File: src/rtl/ssp_pkg.sv
// ----------------------------------------------------------------------------
// ssp_pkg
// Shared types and constants of the synchronous serial shift port: function
// codes, control register masks and read-back fill patterns.
// ----------------------------------------------------------------------------
package ssp_pkg;

  // request function codes
  typedef logic [2:0] func_t;
  localparam func_t FUNC_TICK      = 3'd0;
  localparam func_t FUNC_WR_CTL    = 3'd1;
  localparam func_t FUNC_WR_DATA   = 3'd2;
  localparam func_t FUNC_RD_CTL    = 3'd3;
  localparam func_t FUNC_RD_DATA   = 3'd4;
  localparam func_t FUNC_EXT_EDGE  = 3'd5;

  // control register layout
  localparam int unsigned CTL_START_BIT = 7;
  localparam int unsigned CTL_CLK_BIT   = 0;
  localparam int unsigned CTL_FAST_BIT  = 1;

  // writable bits and read-back fill, per color mode
  localparam logic [7:0] CTL_MASK_COLOR = 8'h83;
  localparam logic [7:0] CTL_MASK_PLAIN = 8'h81;
  localparam logic [7:0] CTL_FILL_COLOR = 8'h7C;
  localparam logic [7:0] CTL_FILL_PLAIN = 8'h7E;

  // bits in one transfer
  localparam logic [3:0] BITS_PER_BYTE = 4'd8;

  function automatic logic [7:0] ctl_mask(input logic color);
    return color ? CTL_MASK_COLOR : CTL_MASK_PLAIN;
  endfunction

  function automatic logic [7:0] ctl_fill(input logic color);
    return color ? CTL_FILL_COLOR : CTL_FILL_PLAIN;
  endfunction

endpackage

File: src/rtl/ssp_ifs.sv
// ----------------------------------------------------------------------------
// ssp channel interfaces
// Valid/ready channels of the serial shift port: request, response and the
// configuration write channel.
// ----------------------------------------------------------------------------

// request channel
interface ssp_req_if;
  logic            valid;
  logic            ready;
  ssp_pkg::func_t  func;
  logic [7:0]      wdata;
  logic [7:0]      tick_cycles;
  logic            serial_in;

  modport source(output valid, func, wdata, tick_cycles, serial_in, input ready);
  modport sink(input valid, func, wdata, tick_cycles, serial_in, output ready);
endinterface

// response channel
interface ssp_rsp_if;
  logic        valid;
  logic        ready;
  logic [7:0]  rdata;
  logic        serial_out;
  logic        transfer_done;
  logic [7:0]  sent_byte;
  logic [7:0]  received_byte;

  modport source(output valid, rdata, serial_out, transfer_done, sent_byte,
                 received_byte, input ready);
  modport sink(input valid, rdata, serial_out, transfer_done, sent_byte,
               received_byte, output ready);
endinterface

// configuration write channel (color mode)
interface ssp_cfg_if;
  logic valid;
  logic ready;
  logic data;

  modport source(output valid, data, input ready);
  modport sink(input valid, data, output ready);
endinterface

File: src/rtl/ssp_step_unit.sv
// ----------------------------------------------------------------------------
// ssp_step_unit
// Shared compare-and-subtract unit: tests the bit phase against a period and
// gives the phase with one period taken off.
// ----------------------------------------------------------------------------
module ssp_step_unit #(
  parameter int unsigned PW = 10
) (
  input  logic [PW-1:0] value,
  input  logic [PW-1:0] period,
  output logic          ge,
  output logic [PW-1:0] diff
);

  // one wide subtract gives both the compare and the remainder
  logic [PW:0] sub;

  assign sub  = {1'b0, value} - {1'b0, period};
  assign ge   = ~sub[PW];
  assign diff = sub[PW-1:0];

endmodule

File: src/rtl/sync_serial_shift_port_unit.sv
// ----------------------------------------------------------------------------
// sync_serial_shift_port_unit
// 8-bit synchronous serial port with data and control registers; the bit
// phase divider and shift sequencing run on one shared compare-subtract unit.
//
//   channel  dir  handshake     payload
//   req      in   valid/ready   func, wdata, tick_cycles, serial_in
//   rsp      out  valid/ready   rdata, serial_out, transfer_done, sent_byte,
//                               received_byte
//   cfg      in   valid/ready   data (color mode), always ready
//
// register and edge items go from the transfer into the finish state, which
// loads the result register once the output is free.
// a tick runs the shift loop while an internally clocked transfer is busy,
// one compare-subtract step of the shared unit per shifted bit, then, once
// no transfer runs, the wrap state, one step per wrap of the phase by
// SLOW_BIT_CYCLES; it then ends in the finish state.
// req is ready only when the sequencer is idle; a waiting result does not
// hold the sequencer, which parks the next result until the output is free.
// rst is synchronous and clears all port state and color mode.
// ----------------------------------------------------------------------------
module sync_serial_shift_port_unit #(
  parameter int unsigned SLOW_BIT_CYCLES = 512,
  parameter int unsigned FAST_BIT_CYCLES = 16
) (
  input  logic       clk,
  input  logic       rst,
  ssp_req_if.sink    req,
  ssp_rsp_if.source  rsp,
  ssp_cfg_if.sink    cfg
);

  localparam int unsigned MAXP = (SLOW_BIT_CYCLES > FAST_BIT_CYCLES) ?
                                 SLOW_BIT_CYCLES : FAST_BIT_CYCLES;
  localparam int unsigned PW   = $clog2(MAXP + 256);

  // sequencer states
  localparam logic [1:0] ST_IDLE = 2'd0;
  localparam logic [1:0] ST_LOOP = 2'd1;
  localparam logic [1:0] ST_MOD  = 2'd2;
  localparam logic [1:0] ST_FIN  = 2'd3;

  logic [1:0]    state;
  logic          color_mode;

  // port state
  logic [7:0]    shift_reg;
  logic [7:0]    ctl;
  logic [PW-1:0] phase;
  logic [3:0]    bit_cnt;
  logic          busy;
  logic          clk_int;
  logic          fast;
  logic [7:0]    start_byte;

  // result being built
  logic [7:0]    res_rdata;
  logic          res_sout;
  logic          res_done;
  logic [7:0]    res_sent;
  logic [7:0]    res_recv;

  // output register
  logic          out_valid;
  logic [7:0]    out_rdata;
  logic          out_sout;
  logic          out_done;
  logic [7:0]    out_sent;
  logic [7:0]    out_recv;

  logic          accept;
  logic          out_free;
  logic [PW-1:0] step_period;
  logic          step_ge;
  logic [PW-1:0] step_diff;
  logic [7:0]    wr_masked;
  logic          do_shift;
  logic          in_bit;
  logic [7:0]    shifted;
  logic [3:0]    cnt_next;
  logic          done_now;
  logic [7:0]    rd_value;
  logic [PW-1:0] phase_sum;

  assign accept   = req.valid && req.ready;
  assign out_free = !out_valid || rsp.ready;
  assign req.ready = (state == ST_IDLE);
  assign cfg.ready = 1'b1;

  // shared compare-subtract: bit period in the shift loop, slow period in wrap
  always_comb begin
    if (state == ST_LOOP && fast) begin
      step_period = PW'(FAST_BIT_CYCLES);
    end else begin
      step_period = PW'(SLOW_BIT_CYCLES);
    end
  end

  ssp_step_unit #(.PW(PW)) u_step (
    .value  (phase),
    .period (step_period),
    .ge     (step_ge),
    .diff   (step_diff)
  );

  // shift control: external edge on transfer, internal bit in the loop
  always_comb begin
    wr_masked = req.wdata & ssp_pkg::ctl_mask(color_mode);
    phase_sum = phase + {{(PW-8){1'b0}}, req.tick_cycles};
    do_shift  = 1'b0;
    in_bit    = 1'b1;
    if (state == ST_LOOP) begin
      do_shift = busy && step_ge;
    end else if (accept && req.func == ssp_pkg::FUNC_EXT_EDGE) begin
      do_shift = busy && !clk_int;
      in_bit   = req.serial_in;
    end
    shifted  = {shift_reg[6:0], in_bit};
    cnt_next = bit_cnt + 4'd1;
    done_now = do_shift && (cnt_next == ssp_pkg::BITS_PER_BYTE);
  end

  // read-back value of a register read
  always_comb begin
    case (req.func)
      ssp_pkg::FUNC_RD_CTL: begin
        rd_value = ssp_pkg::ctl_fill(color_mode) |
                   (ctl & ssp_pkg::ctl_mask(color_mode));
      end
      ssp_pkg::FUNC_RD_DATA: begin
        rd_value = shift_reg;
      end
      default: begin
        rd_value = 8'h00;
      end
    endcase
  end

  // configuration register
  always_ff @(posedge clk) begin
    if (rst) begin
      color_mode <= 1'b0;
    end else if (cfg.valid && cfg.ready) begin
      color_mode <= cfg.data;
    end
  end

  // sequencer and port state
  always_ff @(posedge clk) begin
    if (rst) begin
      state      <= ST_IDLE;
      shift_reg  <= '0;
      ctl        <= '0;
      phase      <= '0;
      bit_cnt    <= '0;
      busy       <= 1'b0;
      clk_int    <= 1'b0;
      fast       <= 1'b0;
      start_byte <= '0;
    end else begin
      case (state)
        ST_IDLE: begin
          if (accept) begin
            // only an edge item can shift here
            res_rdata <= rd_value;
            res_sout  <= do_shift ? shift_reg[7] : 1'b1;
            res_done  <= done_now;
            res_sent  <= done_now ? start_byte : 8'h00;
            res_recv  <= done_now ? shifted : 8'h00;
            if (req.func == ssp_pkg::FUNC_TICK) begin
              state <= (busy && clk_int) ? ST_LOOP : ST_MOD;
            end else begin
              state <= ST_FIN;
            end
            case (req.func)
              ssp_pkg::FUNC_TICK: begin
                phase <= phase_sum;
              end
              ssp_pkg::FUNC_WR_CTL: begin
                ctl     <= wr_masked;
                bit_cnt <= '0;
                if (!wr_masked[ssp_pkg::CTL_START_BIT]) begin
                  busy  <= 1'b0;
                  phase <= '0;
                end else begin
                  busy       <= 1'b1;
                  clk_int    <= wr_masked[ssp_pkg::CTL_CLK_BIT];
                  fast       <= color_mode && wr_masked[ssp_pkg::CTL_FAST_BIT];
                  start_byte <= shift_reg;
                end
              end
              ssp_pkg::FUNC_WR_DATA: begin
                shift_reg <= req.wdata;
              end
              default: begin
              end
            endcase
          end
        end
        ST_LOOP: begin
          // one bit per cycle while the phase covers a full period
          if (do_shift) begin
            phase <= step_diff;
          end else if (!busy) begin
            state <= ST_MOD;
          end else begin
            state <= ST_FIN;
          end
        end
        ST_MOD: begin
          // reduce the phase modulo the slow period
          if (step_ge) begin
            phase <= step_diff;
          end else begin
            state <= ST_FIN;
          end
        end
        ST_FIN: begin
          if (out_free) begin
            state <= ST_IDLE;
          end
        end
        default: begin
          state <= ST_IDLE;
        end
      endcase

      // shift register and bit counter, shared by edge and loop
      if (do_shift) begin
        shift_reg <= shifted;
        bit_cnt   <= cnt_next;
      end
      if (done_now) begin
        busy                        <= 1'b0;
        ctl[ssp_pkg::CTL_START_BIT] <= 1'b0;
        if (state == ST_LOOP) begin
          res_done <= 1'b1;
          res_sent <= start_byte;
          res_recv <= shifted;
        end
      end
    end
  end

  // output register, loaded when the sequencer finishes an item
  always_ff @(posedge clk) begin
    if (rst) begin
      out_valid <= 1'b0;
    end else if (state == ST_FIN && out_free) begin
      out_valid <= 1'b1;
    end else if (rsp.ready) begin
      out_valid <= 1'b0;
    end
  end

  always_ff @(posedge clk) begin
    if (state == ST_FIN && out_free) begin
      out_rdata <= res_rdata;
      out_sout  <= res_sout;
      out_done  <= res_done;
      out_sent  <= res_sent;
      out_recv  <= res_recv;
    end
  end

  assign rsp.valid         = out_valid;
  assign rsp.rdata         = out_rdata;
  assign rsp.serial_out    = out_sout;
  assign rsp.transfer_done = out_done;
  assign rsp.sent_byte     = out_sent;
  assign rsp.received_byte = out_recv;

  // a transfer never counts past one byte
  a_bit_cnt_bound: assert property (@(posedge clk) disable iff (rst)
    bit_cnt <= ssp_pkg::BITS_PER_BYTE)
    else $error("bit counter past one byte");

  // the shift loop only runs for an internally clocked transfer
  a_loop_internal: assert property (@(posedge clk) disable iff (rst)
    (state == ST_LOOP) |-> clk_int)
    else $error("shift loop entered on external clock");

  // between items the phase is always below the larger period
  a_phase_bound: assert property (@(posedge clk) disable iff (rst)
    (state == ST_IDLE) |-> (phase < PW'(MAXP)))
    else $error("bit phase left unreduced");

endmodule

File: src/flat_wrapper.sv
// flat-port wrapper written by rule: the top's interface ports become plain ports
module sync_serial_shift_port_unit_flat 
#(
  parameter int unsigned SLOW_BIT_CYCLES = 512,
  parameter int unsigned FAST_BIT_CYCLES = 16
)
  (clk, rst, req_valid, req_func, req_wdata, req_tick_cycles, req_serial_in, req_ready, rsp_valid, rsp_rdata, rsp_serial_out, rsp_transfer_done, rsp_sent_byte, rsp_received_byte, rsp_ready, cfg_valid, cfg_data, cfg_ready);
  ssp_req_if req_i ();
  ssp_rsp_if rsp_i ();
  ssp_cfg_if cfg_i ();
  input  logic clk;
  input  logic rst;
  input wire logic [$bits(req_i.valid)-1:0] req_valid;
  input wire logic [$bits(req_i.func)-1:0] req_func;
  input wire logic [$bits(req_i.wdata)-1:0] req_wdata;
  input wire logic [$bits(req_i.tick_cycles)-1:0] req_tick_cycles;
  input wire logic [$bits(req_i.serial_in)-1:0] req_serial_in;
  output wire logic [$bits(req_i.ready)-1:0] req_ready;
  output wire logic [$bits(rsp_i.valid)-1:0] rsp_valid;
  output wire logic [$bits(rsp_i.rdata)-1:0] rsp_rdata;
  output wire logic [$bits(rsp_i.serial_out)-1:0] rsp_serial_out;
  output wire logic [$bits(rsp_i.transfer_done)-1:0] rsp_transfer_done;
  output wire logic [$bits(rsp_i.sent_byte)-1:0] rsp_sent_byte;
  output wire logic [$bits(rsp_i.received_byte)-1:0] rsp_received_byte;
  input wire logic [$bits(rsp_i.ready)-1:0] rsp_ready;
  input wire logic [$bits(cfg_i.valid)-1:0] cfg_valid;
  input wire logic [$bits(cfg_i.data)-1:0] cfg_data;
  output wire logic [$bits(cfg_i.ready)-1:0] cfg_ready;
  assign req_i.valid = req_valid;
  assign req_i.func = req_func;
  assign req_i.wdata = req_wdata;
  assign req_i.tick_cycles = req_tick_cycles;
  assign req_i.serial_in = req_serial_in;
  assign req_ready = req_i.ready;
  assign rsp_valid = rsp_i.valid;
  assign rsp_rdata = rsp_i.rdata;
  assign rsp_serial_out = rsp_i.serial_out;
  assign rsp_transfer_done = rsp_i.transfer_done;
  assign rsp_sent_byte = rsp_i.sent_byte;
  assign rsp_received_byte = rsp_i.received_byte;
  assign rsp_i.ready = rsp_ready;
  assign cfg_i.valid = cfg_valid;
  assign cfg_i.data = cfg_data;
  assign cfg_ready = cfg_i.ready;
  sync_serial_shift_port_unit #(.SLOW_BIT_CYCLES(SLOW_BIT_CYCLES), .FAST_BIT_CYCLES(FAST_BIT_CYCLES)) u_core (.clk(clk), .rst(rst), .req(req_i), .rsp(rsp_i), .cfg(cfg_i));
endmodule
File: config.mk
export PLATFORM = sky130hd
export DESIGN_NAME = sync_serial_shift_port_unit_flat
export DESIGN_NICKNAME = d
export VERILOG_FILES = /design/src/rtl/ssp_pkg.sv /design/src/rtl/ssp_ifs.sv /design/src/rtl/ssp_step_unit.sv /design/src/rtl/sync_serial_shift_port_unit.sv /design/src/flat_wrapper.sv
export SDC_FILE = /design/constraint.sdc
export NUM_CORES = 1
export LEC_CHECK = 0
export BUFFER_PORTS_ARGS = -buffer_cell sky130_fd_sc_hd__buf_2
export CAP_MARGIN = 15
export CELL_PAD_IN_SITES_DETAIL_PLACEMENT = 1
export CELL_PAD_IN_SITES_GLOBAL_PLACEMENT = 1
export CORE_MARGIN = 4
export CORE_UTILIZATION = 25
export DETAILED_ROUTE_END_ITERATION = 8
export PLACE_DENSITY_LB_ADDON = 0.1
export SYNTH_ARGS = -nofsm -noshare
export SYNTH_HDL_FRONTEND = slang
export SYNTH_SLANG_ARGS = --single-unit
File: constraint.sdc
create_clock -name clk -period 3.1 [get_ports clk]
set_input_delay 0.62 -clock clk [delete_from_list [all_inputs] [get_ports clk]]
set_output_delay 0.62 -clock clk [all_outputs]
set_load 0.02 [all_outputs]
== Word-level counts from Yosys, hierarchy flattened ==
Index checks and enable logic that the tools add are counted.

* Word-level logic and storage cells: 122
* Register bits after elaboration: 97
* Output and inout bits: 29
* Input bits: 26

* Eq/ne operators: 17
* Reductions and logical operators: 28
* Muxes and demuxes: 47
* Bitwise logic cells: 5
* $add $sub $neg: 3

{| class="wikitable"
|+ Operator list
! cell !! count
|-
| 8-bit 2-to-1 mux || 14
|-
| 10-bit 2-to-1 mux || 5
|-
| 10-bit case mux with 3 select lines || 1
|-
| 10-bit case mux with 2 select lines || 1
|-
| 8-bit AND || 2
|-
| 2-bit 2-to-1 mux || 8
|-
| 4-bit 2-to-1 mux || 4
|-
| 8-bit case mux with 2 select lines || 1
|-
| 1-bit 2-to-1 mux || 12
|-
| 3-bit AND reduction || 4
|-
| 10-bit by 10-bit subtractor with 11-bit output || 1
|-
| 10-bit by 8-bit adder with 10-bit output || 1
|-
| 2-bit nonzero test || 5
|-
| 1-bit logical AND || 9
|-
| 2-bit != test, second input constant || 4
|-
| 8-bit bitwise OR || 1
|-
| 2-bit case mux with 4 select lines || 1
|-
| 4-bit AND reduction || 2
|-
| 3-bit by 2-bit equality test with 1-bit output, second input constant || 2
|-
| 3-bit equality test, second input constant || 2
|-
| 3-bit != test, second input constant || 2
|-
| 6-bit AND reduction || 1
|-
| 4-bit by 1-bit adder with 4-bit output, second input constant || 1
|-
| 2-bit equality test, second input constant || 2
|-
| 11 further kinds || 14
|}

== Logic depth before layout (Yosys ltp) ==
Gate-level depths: netlist (run 1).

* Word-level depth: 13
* Mapped depth: 12
* Mapped depth without buffers: 11

== Modules after synthesis ==
A second synthesis (run 1) with hierarchy kept.

* Cells, all modules: 434
* Area, all modules: 4578.1 um^2

{| class="wikitable"
|+ By module, submodules not included
! module !! cells an instance !! times used !! area each (um^2)
|-
| sync_serial_shift_port_unit || 368 || 1 || 4121.5
|-
| ssp_step_unit || 66 || 1 || 456.7
|}

== Worst setup path before layout (run 1) ==
OpenSTA, ideal clock, no wires.

* Kind: register to register
* Start point: register u_core.state[1]
* End point: register u_core.res_recv[1] (data pin)
* Required time: 2.844 ns
* Slack: 0.155 ns
* Path buffers: 1
* Setup time: 0.256 ns
* Stages on the path, launching flop included: 13
* Arrival time: 2.689 ns
* Cells stage by stage: dfxtp_1 > inv_1 > ha_1 > nand2_1 > nor2_1 > ha_1 > nor4b_1 > maj3_1 > o22a_1 > nor3_4 > a21boi_2 > buf_2 > a22o_1

* Word-level cells in the longest chain between the ends: 13

{| class="wikitable"
|+ RTL lines
! item !! RTL line !! RTL
|-
| from (decl) || sync_serial_shift_port_unit.sv:43 || <nowiki>logic [1:0] state;</nowiki>
|-
| from (signal assigned) || sync_serial_shift_port_unit.sv:171 || <nowiki>state <= (busy && clk_int) ? ST_LOOP : ST_MOD;</nowiki>
|-
| 2-bit by 1-bit equality test with 1-bit output || sync_serial_shift_port_unit.sv:92, sync_serial_shift_port_unit.sv:112, sync_serial_shift_port_unit.sv:236 ||
|-
| 1-bit logical AND || sync_serial_shift_port_unit.sv:92 || <nowiki>if (state == ST_LOOP && fast) begin</nowiki>
|-
| 10-bit 2-to-1 mux || sync_serial_shift_port_unit.sv:92 ||
|-
| 10-bit by 10-bit subtractor with 11-bit output || ssp_step_unit.sv:18 || <nowiki>assign sub = {1'b0, value} - {1'b0, period};</nowiki>
|-
| 1-bit inverter || ssp_step_unit.sv:19 || <nowiki>assign ge = ~sub[PW];</nowiki>
|-
| 1-bit logical AND || sync_serial_shift_port_unit.sv:113 || <nowiki>do_shift = busy && step_ge;</nowiki>
|-
| 1-bit 2-to-1 mux || sync_serial_shift_port_unit.sv:112 || <nowiki>if (state == ST_LOOP) begin</nowiki>
|-
| 1-bit logical AND || sync_serial_shift_port_unit.sv:120 || <nowiki>done_now = do_shift && (cnt_next == ssp_pkg::BITS_PER_BYTE);</nowiki>
|-
| 8-bit 2-to-1 mux || sync_serial_shift_port_unit.sv:169 || <nowiki>res_recv <= done_now ? shifted : 8'h00;</nowiki>
|-
| 8-bit 2-to-1 mux || sync_serial_shift_port_unit.sv:163 || <nowiki>if (accept) begin</nowiki>
|-
| 8-bit 2-to-1 mux || sync_serial_shift_port_unit.sv:161 || <nowiki>case (state)</nowiki>
|-
| 8-bit 2-to-1 mux || sync_serial_shift_port_unit.sv:236 || <nowiki>if (state == ST_LOOP) begin</nowiki>
|-
| 8-bit 2-to-1 mux * || sync_serial_shift_port_unit.sv:233 || <nowiki>if (done_now) begin</nowiki>
|-
| to (signal assigned) || sync_serial_shift_port_unit.sv:169 ||
|-
| to (signal assigned) || sync_serial_shift_port_unit.sv:239 || <nowiki>res_recv <= shifted;</nowiki>
|-
| to (decl) || sync_serial_shift_port_unit.sv:61 || <nowiki>logic [7:0] res_recv;</nowiki>
|}

Every way passes the cells marked *; elsewhere a longest branch is shown, timed or not.
A chain may end at the register's enable or synchronous reset.

== Final worst setup path (run 1) ==
* Start point: register u_core.state[1]
* End point: register u_core.phase[9]

* Word-level cells in the longest chain between the ends: 9

{| class="wikitable"
|+ RTL lines
! item !! RTL line !! RTL
|-
| 2-bit by 1-bit equality test with 1-bit output || sync_serial_shift_port_unit.sv:92, sync_serial_shift_port_unit.sv:112, sync_serial_shift_port_unit.sv:161 ||
|-
| 1-bit logical AND || sync_serial_shift_port_unit.sv:92 ||
|-
| 10-bit 2-to-1 mux || sync_serial_shift_port_unit.sv:92 ||
|-
| 10-bit by 10-bit subtractor with 11-bit output || ssp_step_unit.sv:18 ||
|-
| 1-bit inverter || ssp_step_unit.sv:19 ||
|-
| 1-bit logical AND || sync_serial_shift_port_unit.sv:113 ||
|-
| 1-bit 2-to-1 mux || sync_serial_shift_port_unit.sv:112 ||
|-
| 2-bit by 1-bit != test with 1-bit output (no source line) || n/a ||
|-
| 6-bit AND reduction (no source line) || n/a ||
|-
| to (signal assigned) || sync_serial_shift_port_unit.sv:177 || <nowiki>phase <= phase_sum;</nowiki>
|-
| to (signal assigned) || sync_serial_shift_port_unit.sv:203 || <nowiki>phase <= step_diff;</nowiki>
|-
| to (signal assigned) || sync_serial_shift_port_unit.sv:213 || <nowiki>phase <= step_diff;</nowiki>
|-
| to (decl) || sync_serial_shift_port_unit.sv:49 || <nowiki>logic [PW-1:0] phase;</nowiki>
|}

Several ways; a longest one is shown, not always the timed one. The select of a mux whose other input is x is not followed.

==> impl_metrics.tcl, run 1 <==
set metrics [dict create \
    via_count 3128 \
    cts_htree_levels 3 \
    yosysMostFrequentCell "edfxtp_1" \
    synthTopCellsByArea "edfxtp_1 (37%), dfxtp_1 (19%), ha_1 (4.8%)" \
    die_h_um 138 \
    setup_violations 0 \
    dp_hpwl_um 8470 \
    power-per-cell-area_nw_per_um2 782 \
    drt-pass1-iter-count 4 \
    skew_ps 6.47 \
    yosysTopAreaCellShare 0.371 \
    final_antenna_net_count 0 \
    worstPathMaxFanout 4 \
    drive_gt1_frac 0.215 \
    leakage_nw 2.06 \
    die-area_sq_um 19000 \
    port_buffers 53 \
    finalHoldViolations 0 \
    largest_register_ffs 10 \
    hp-class "flop to flop" \
    cap_violations 0 \
    worstSetupStartpointType "flop" \
    nNetsFinal 490 \
    final_cells 673 \
    period_share 0.941 \
    yosysWarnings 0 \
    required_ps 3340 \
    synth_edf_count 52 \
    grt_overflow 0 \
    regMostFlops "u_core.phase" \
    post-route-util 0.314 \
    setup_slack_ps 183 \
    ios 55 \
    cts_sinks 91 \
    via_per_inst 4.65 \
    crit_path_end_kind "flop" \
    syn_to_final_growth_pct 23.2 \
    fmax_mhz 343 \
    outcome "complete, no violations" \
    drt_iter0_drc 203 \
    synth_common_cells "edfxtp_1 (52), dfxtp_1 (39), nor2_1 (38)" \
    post_drt_wl_per_cell_um 16.9 \
    slew_headroom 0.467 \
    cts_buffers 9 \
    path_class "flop to flop" \
    preCtsSetupSlack_ps -68.4 \
    core_area_sq_um 16500 \
    place_inst 656 \
    cts_tree "yes" \
    clockBufferDepth 2 \
    tightest_slew_ps 797 \
    insertion_delay_ps 340 \
    globalplace.congestion 0.749 \
    syn-instance-count 386 \
    min_period_ps 2920 \
    yosysSeqAreaShare 0.556 \
    mappedNetlistArea_sq_um 4210 \
    slew_violations 0 \
    grt_use_total 0.126 \
    synthArstFlopShare 0 \
    synth_cell_types 55 \
    antenna_found_initial 2 \
    p_total_mw 4.05 \
    die_x_um 138 \
    drc_errors 0 \
    cp_data_arrival_time_ps 3160 \
    postRouteWirelength_um 11300 \
    synth_seq_cells 91 \
    peakVddDrop_mv 0.237 \
    avgSynthCellArea_sq_um 10.9 \
    yosys.area.top_type "edfxtp_1" \
    cts_setup_buffers 0 \
    rsz0062_at_grt "false" \
    hold_ws_ps 421 \
    clkTransAtPathRegs_ps 70 \
    grt_pass1_vias 3231 \
    ys.flop_type "edfxtp_1" \
    grt_max_degree 27 \
    num_rows 47 \
    grt_pass1_wl_um 18100 \
    synth_fp_nets 429 \
    root_buffer "clkbuf_16" \
    initial_core_util 0.255 \
]
report_power, final:
part | switching (mW) | leakage (nW) | total [mW] | internal, mW
logic | 0.652 | 1.08 | 1.10 | 0.445
registers | 0.113 | 0.804 | 1.59 | 1.47
clock network | 0.491 | 0.178 | 1.37 | 0.878
area by class of cell:
type / instances / area, sq um
fill: 1824 / 11300
sequential: 91 / 2340
multi-input combinational: 267 / 1780
timing repair buffer: 67 / 370
tap: 220 / 275
clock buffer: 9 / 225
clock inverter: 7 / 148
inverter: 11 / 41.3
antenna: 1 / 2.50
repair_timing:
item                       4_1_cts  5_1_grt
pin swaps                        0        1
gates resized for setup          2        4
hold buffers                     0        0
setup endpoints to repair       16       26
cloned                           0        0
critical path: stages (launching register included):
cell and delay [ps]:
dfxtp_1 380, inv_1 100, ha_1 210, nand2_1 90, nor2_1 70, ha_1 250
nor4b_2 180, buf_4 150, maj3_1 360, o21ai_2 200, nand2_1 120, or4b_2 640
o311ai_0 100
through the flow:
step	TNS, ps	cell area, sq um
6_report	0	5190
5_1_grt	0	5190
4_1_cts	0	5170
3_5_place_dp	-938	4790
3_3_place_gp	0	4790
2_1_floorplan	0	4210
cell families after synthesis:
kind of cell	count (synthesis)	share of synthesized area
AO/OA/AOI/OAI	106	0.177
adder cells (fa/ha/maj)	19	0.0571
XOR/XNOR	5	0.0104
multiplexers	12	0.0285
flip-flops	91	0.556
AND/OR/NAND/NOR	124	0.143
other	1	0.000891
buffers and inverters	28	0.0268
placed cells by master, fill, tap and decap left out, drive strengths merged, types with 3 or more instances in the layout:
cell type	Yosys	final
buf	7	67
edfxtp	52	52
dfxtp	39	39
nor2	38	38
nand2	34	34
a21oi	26	26
a22o	18	18
a211oi	17	17
ha	16	16
nand3	16	16
inv	11	13
mux2i	12	12
o21ai	12	12
a21o	9	9
clkbuf	10	9
nand2b	6	6
nor2b	5	5
nor3	5	5
xnor2	4	4
nand4	4	4
bufinv	0	4
or2	4	4
or4	4	4
or3	3	3
o211ai	3	3
o31ai	3	3
path summary, 6_finish.rpt:
check                            from             endpoint  cells past startpoint  slack, ps
setup / recovery      u_core.state[1]      u_core.phase[9]                     12        180
hold / removal    u_core.res_rdata[4]  u_core.rsp.rdata[4]                      0        420
setup reg to reg      u_core.state[1]      u_core.phase[9]                     12        180
hold reg to reg   u_core.res_rdata[4]  u_core.rsp.rdata[4]                      0        420
routing by layer:
layer | wire [um] | global-route usage | part of all wire
met5 | 13 | 0 | 0.0011
met4 | 142 | 0.0379 | 0.013
met3 | 466 | 0.0336 | 0.041
met2 | 5360 | 0.206 | 0.47
met1 | 5360 | 0.163 | 0.47
Power figures use the tool's default switching activity.
==> inputs of run 2 (changes only) <==
Settings changed: ABC_AREA from default to 1, RECOVER_POWER from default to 25.
==> run 2 against run 1 <==
- synthesized cell count up 35%
- critical path type unchanged
- combinational power up 33%
- synthesized area up 5.0%
- maximum frequency up 7.9%
- sequential power about the same
- via count up 15%
- count of clock-buffer cells in the layout unchanged
- global-route usage up 0.34 points
==> impl_metrics.tcl, run 2 <==
set metrics [dict create \
    outcome "complete, no violations" \
    drc_errors 0 \
    critPathMaxStageDelay_ps 350 \
    peakVddDrop_mv 0.279 \
    worstHoldPathCells 0 \
    die-area_sq_um 19900 \
    cts_buffers 9 \
    mappedNetlistArea_sq_um 4420 \
    via_per_inst 4.48 \
    largest_register_ffs 10 \
    synthTopCellsByArea "edfxtp_1 (35%), dfxtp_1 (18%), nand2_1 (11%)" \
    setup_slack_ps 396 \
    switchingPower_mw 1.63 \
    p_clk_frac 0.274 \
    via_count 3608 \
    final_cell_mix "nand2_1 (134), nor2_1 (59), inv_1 (55)" \
    crit_chain "inv_1, ha_1, nand2_1, nor2_1, ha_1, inv_1, nor2_1, nand3_1, nand2_1, inv_1, nand3_2, nand2_2, and2_1, nand2_1, nand2_1" \
    die_h_um 141 \
    synth_cell_types 34 \
    finalHoldViolations 0 \
    drt_iter0_drc 155 \
    layout_commonest_cell "nand2_1" \
    yosysMostFrequentCell "nand2_1" \
    slew_headroom 0.489 \
    p_sw_frac 0.385 \
    r2r-start "u_core.state[1]" \
    dp_hpwl_um 9290 \
    tns_ps 0 \
    power-per-cell-area_nw_per_um2 808 \
    ios 55 \
    die_x_um 141 \
    clockBufferDepth 2 \
    seqPwrFrac 0.382 \
    grt_pass1_vias 3790 \
    yosysSeqAreaShare 0.530 \
    yosysTopAreaCellShare 0.353 \
    r2r_slack_ps 400 \
    crit_path_end_kind "flop" \
    drt-pass1-iter-count 4 \
    period_share 0.872 \
    hp-class "flop to flop" \
    drive_gt1_frac 0.136 \
    preCtsSetupSlack_ps 405 \
    min_period_ps 2700 \
    yosysWarnings 0 \
    tightest_slew_ps 763 \
    cts_setup_buffers 0 \
    rr_worst_depth 15 \
    num_rows 48 \
    r2r-end "u_core.res_sent[2]" \
    rsz0062_at_grt "false" \
    core_area_sq_um 17300 \
    insertion_delay_ps 350 \
    cts_resized 0 \
    synthArstFlopShare 0 \
    fillers 2083 \
    post_drt_wl_per_cell_um 15.4 \
    ctsHoldBuffers 0 \
    regMostFlops "u_core.phase" \
    antennaDiodeCount 0 \
    p_total_mw 4.23 \
    root_buffer "clkbuf_16" \
    synth_edf_count 52 \
    synth_fp_nets 563 \
    syn-instance-count 520 \
    hold_start "u_core.res_rdata[3]" \
    internal_power_mw 2.60 \
    grt_overflow 0 \
    cts_sinks 91 \
    worstPathMaxFanout 17 \
    critical_path.most_common_cell "nand2_1" \
    cap_violations 0 \
    final_antenna_net_count 0 \
    hold_path_end "u_core.rsp.rdata[3]" \
    ys.flop_type "edfxtp_1" \
    port_buffers 53 \
    globalplace.congestion 0.777 \
    grt_pass1_wl_um 20200 \
    grt_use_total 0.129 \
    combPwrFrac 0.345 \
    slew_violations 0 \
    postRouteWirelength_um 12400 \
    slowest_stage "and2_1" \
    clkTransAtPathRegs_ps 70 \
    synth_common_cells "nand2_1 (134), nor2_1 (59), inv_1 (55)" \
    initial_core_util 0.255 \
    yosys.area.top_type "edfxtp_1" \
    fmax_mhz 370 \
    grt_max_degree 38 \
    required_ps 3200 \
    antenna_found_initial 0 \
    post-route-util 0.303 \
    leakage_nw 2.25 \
    skew_ps 7.73 \
    nNetsFinal 618 \
    cts_tree "yes" \
    path_class "flop to flop" \
    setup_violations 0 \
    synth_seq_cells 91 \
    syn_to_final_growth_pct 18.6 \
    cts_htree_levels 3 \
    worstSetupStartpointType "flop" \
    cp_data_arrival_time_ps 2810 \
    avgSynthCellArea_sq_um 8.50 \
]
[run 2: routing by layer]
| metal | up-vias | global-route usage | share of wire |
|---|---|---|---|
| li1 | 1834 | - | - |
| met1 | 1709 | 0.154 | 0.45 |
| met2 | 50 | 0.232 | 0.50 |
| met3 | 15 | 0.0302 | 0.033 |
| met4 | 0 | 0.0362 | 0.017 |
| met5 | - | 0 | 0 |
[run 2: cell families after synthesis]
logic type / after synthesis / share of synthesized area
buffers and inverters: 71 / 0.0657
flip-flops: 91 / 0.530
adder cells (fa/ha/maj): 17 / 0.0498
XOR/XNOR: 4 / 0.00793
other: 1 / 0.000849
AND/OR/NAND/NOR: 260 / 0.255
AO/OA/AOI/OAI: 76 / 0.0912
[run 2: how the worst max path moves through the flow]
stage / endpoint / startpoint
after floorplan: u_core.res_recv[1] / u_core.state[1]
after global routing: u_core.res_sent[3] / u_core.state[1]
after global placement: u_core.res_sent[0] / u_core.state[1]
after CTS: u_core.res_sent[2] / u_core.state[1]
final: u_core.res_sent[2] / u_core.state[1]
after detailed placement: u_core.res_sent[2] / u_core.state[1]
[run 2: worst max-delay path, delay by kind of cell, from the launching register on]
kind	cells	cell delay, ps
simple gates	10	1440
flops	1	340
fa+ha+maj	2	420
buf+inv	3	250
[run 2: final cells by class]
type                            instances  area, sq um  share of cell area
Multi-Input combinational cell        358         1790               0.342
Timing Repair Buffer                   59          313              0.0597
Clock buffer                            9          225              0.0430
Clock inverter                          7         80.1              0.0153
Sequential cell                        91         2340               0.447
Inverter                               56          210              0.0401
Tap cell                              225          282              0.0537
[run 2: power by group through the flow]
| stage | registers [mW] | logic (mW) | clock network, mW |
|---|---|---|---|
| global route | 1.64 | 1.68 | 1.24 |
| finish | 1.62 | 1.46 | 1.16 |
| detailed placement | 1.65 | 1.48 | 0 |
| floorplan | 1.67 | 0.997 | 0 |
| CTS | 1.62 | 1.49 | 1.20 |
| global placement | 1.64 | 1.46 | 0 |
[run 2: stage by stage]
stage / hold WS (ps) / cells / cell area (sq um)
3_3_place_gp: 407 / 789 / 4950
4_1_cts: 423 / 805 / 5250
3_5_place_dp: 405 / 789 / 4950
2_1_floorplan: 400 / 520 / 4420
6_report: 417 / 805 / 5240
5_1_grt: 437 / 805 / 5240
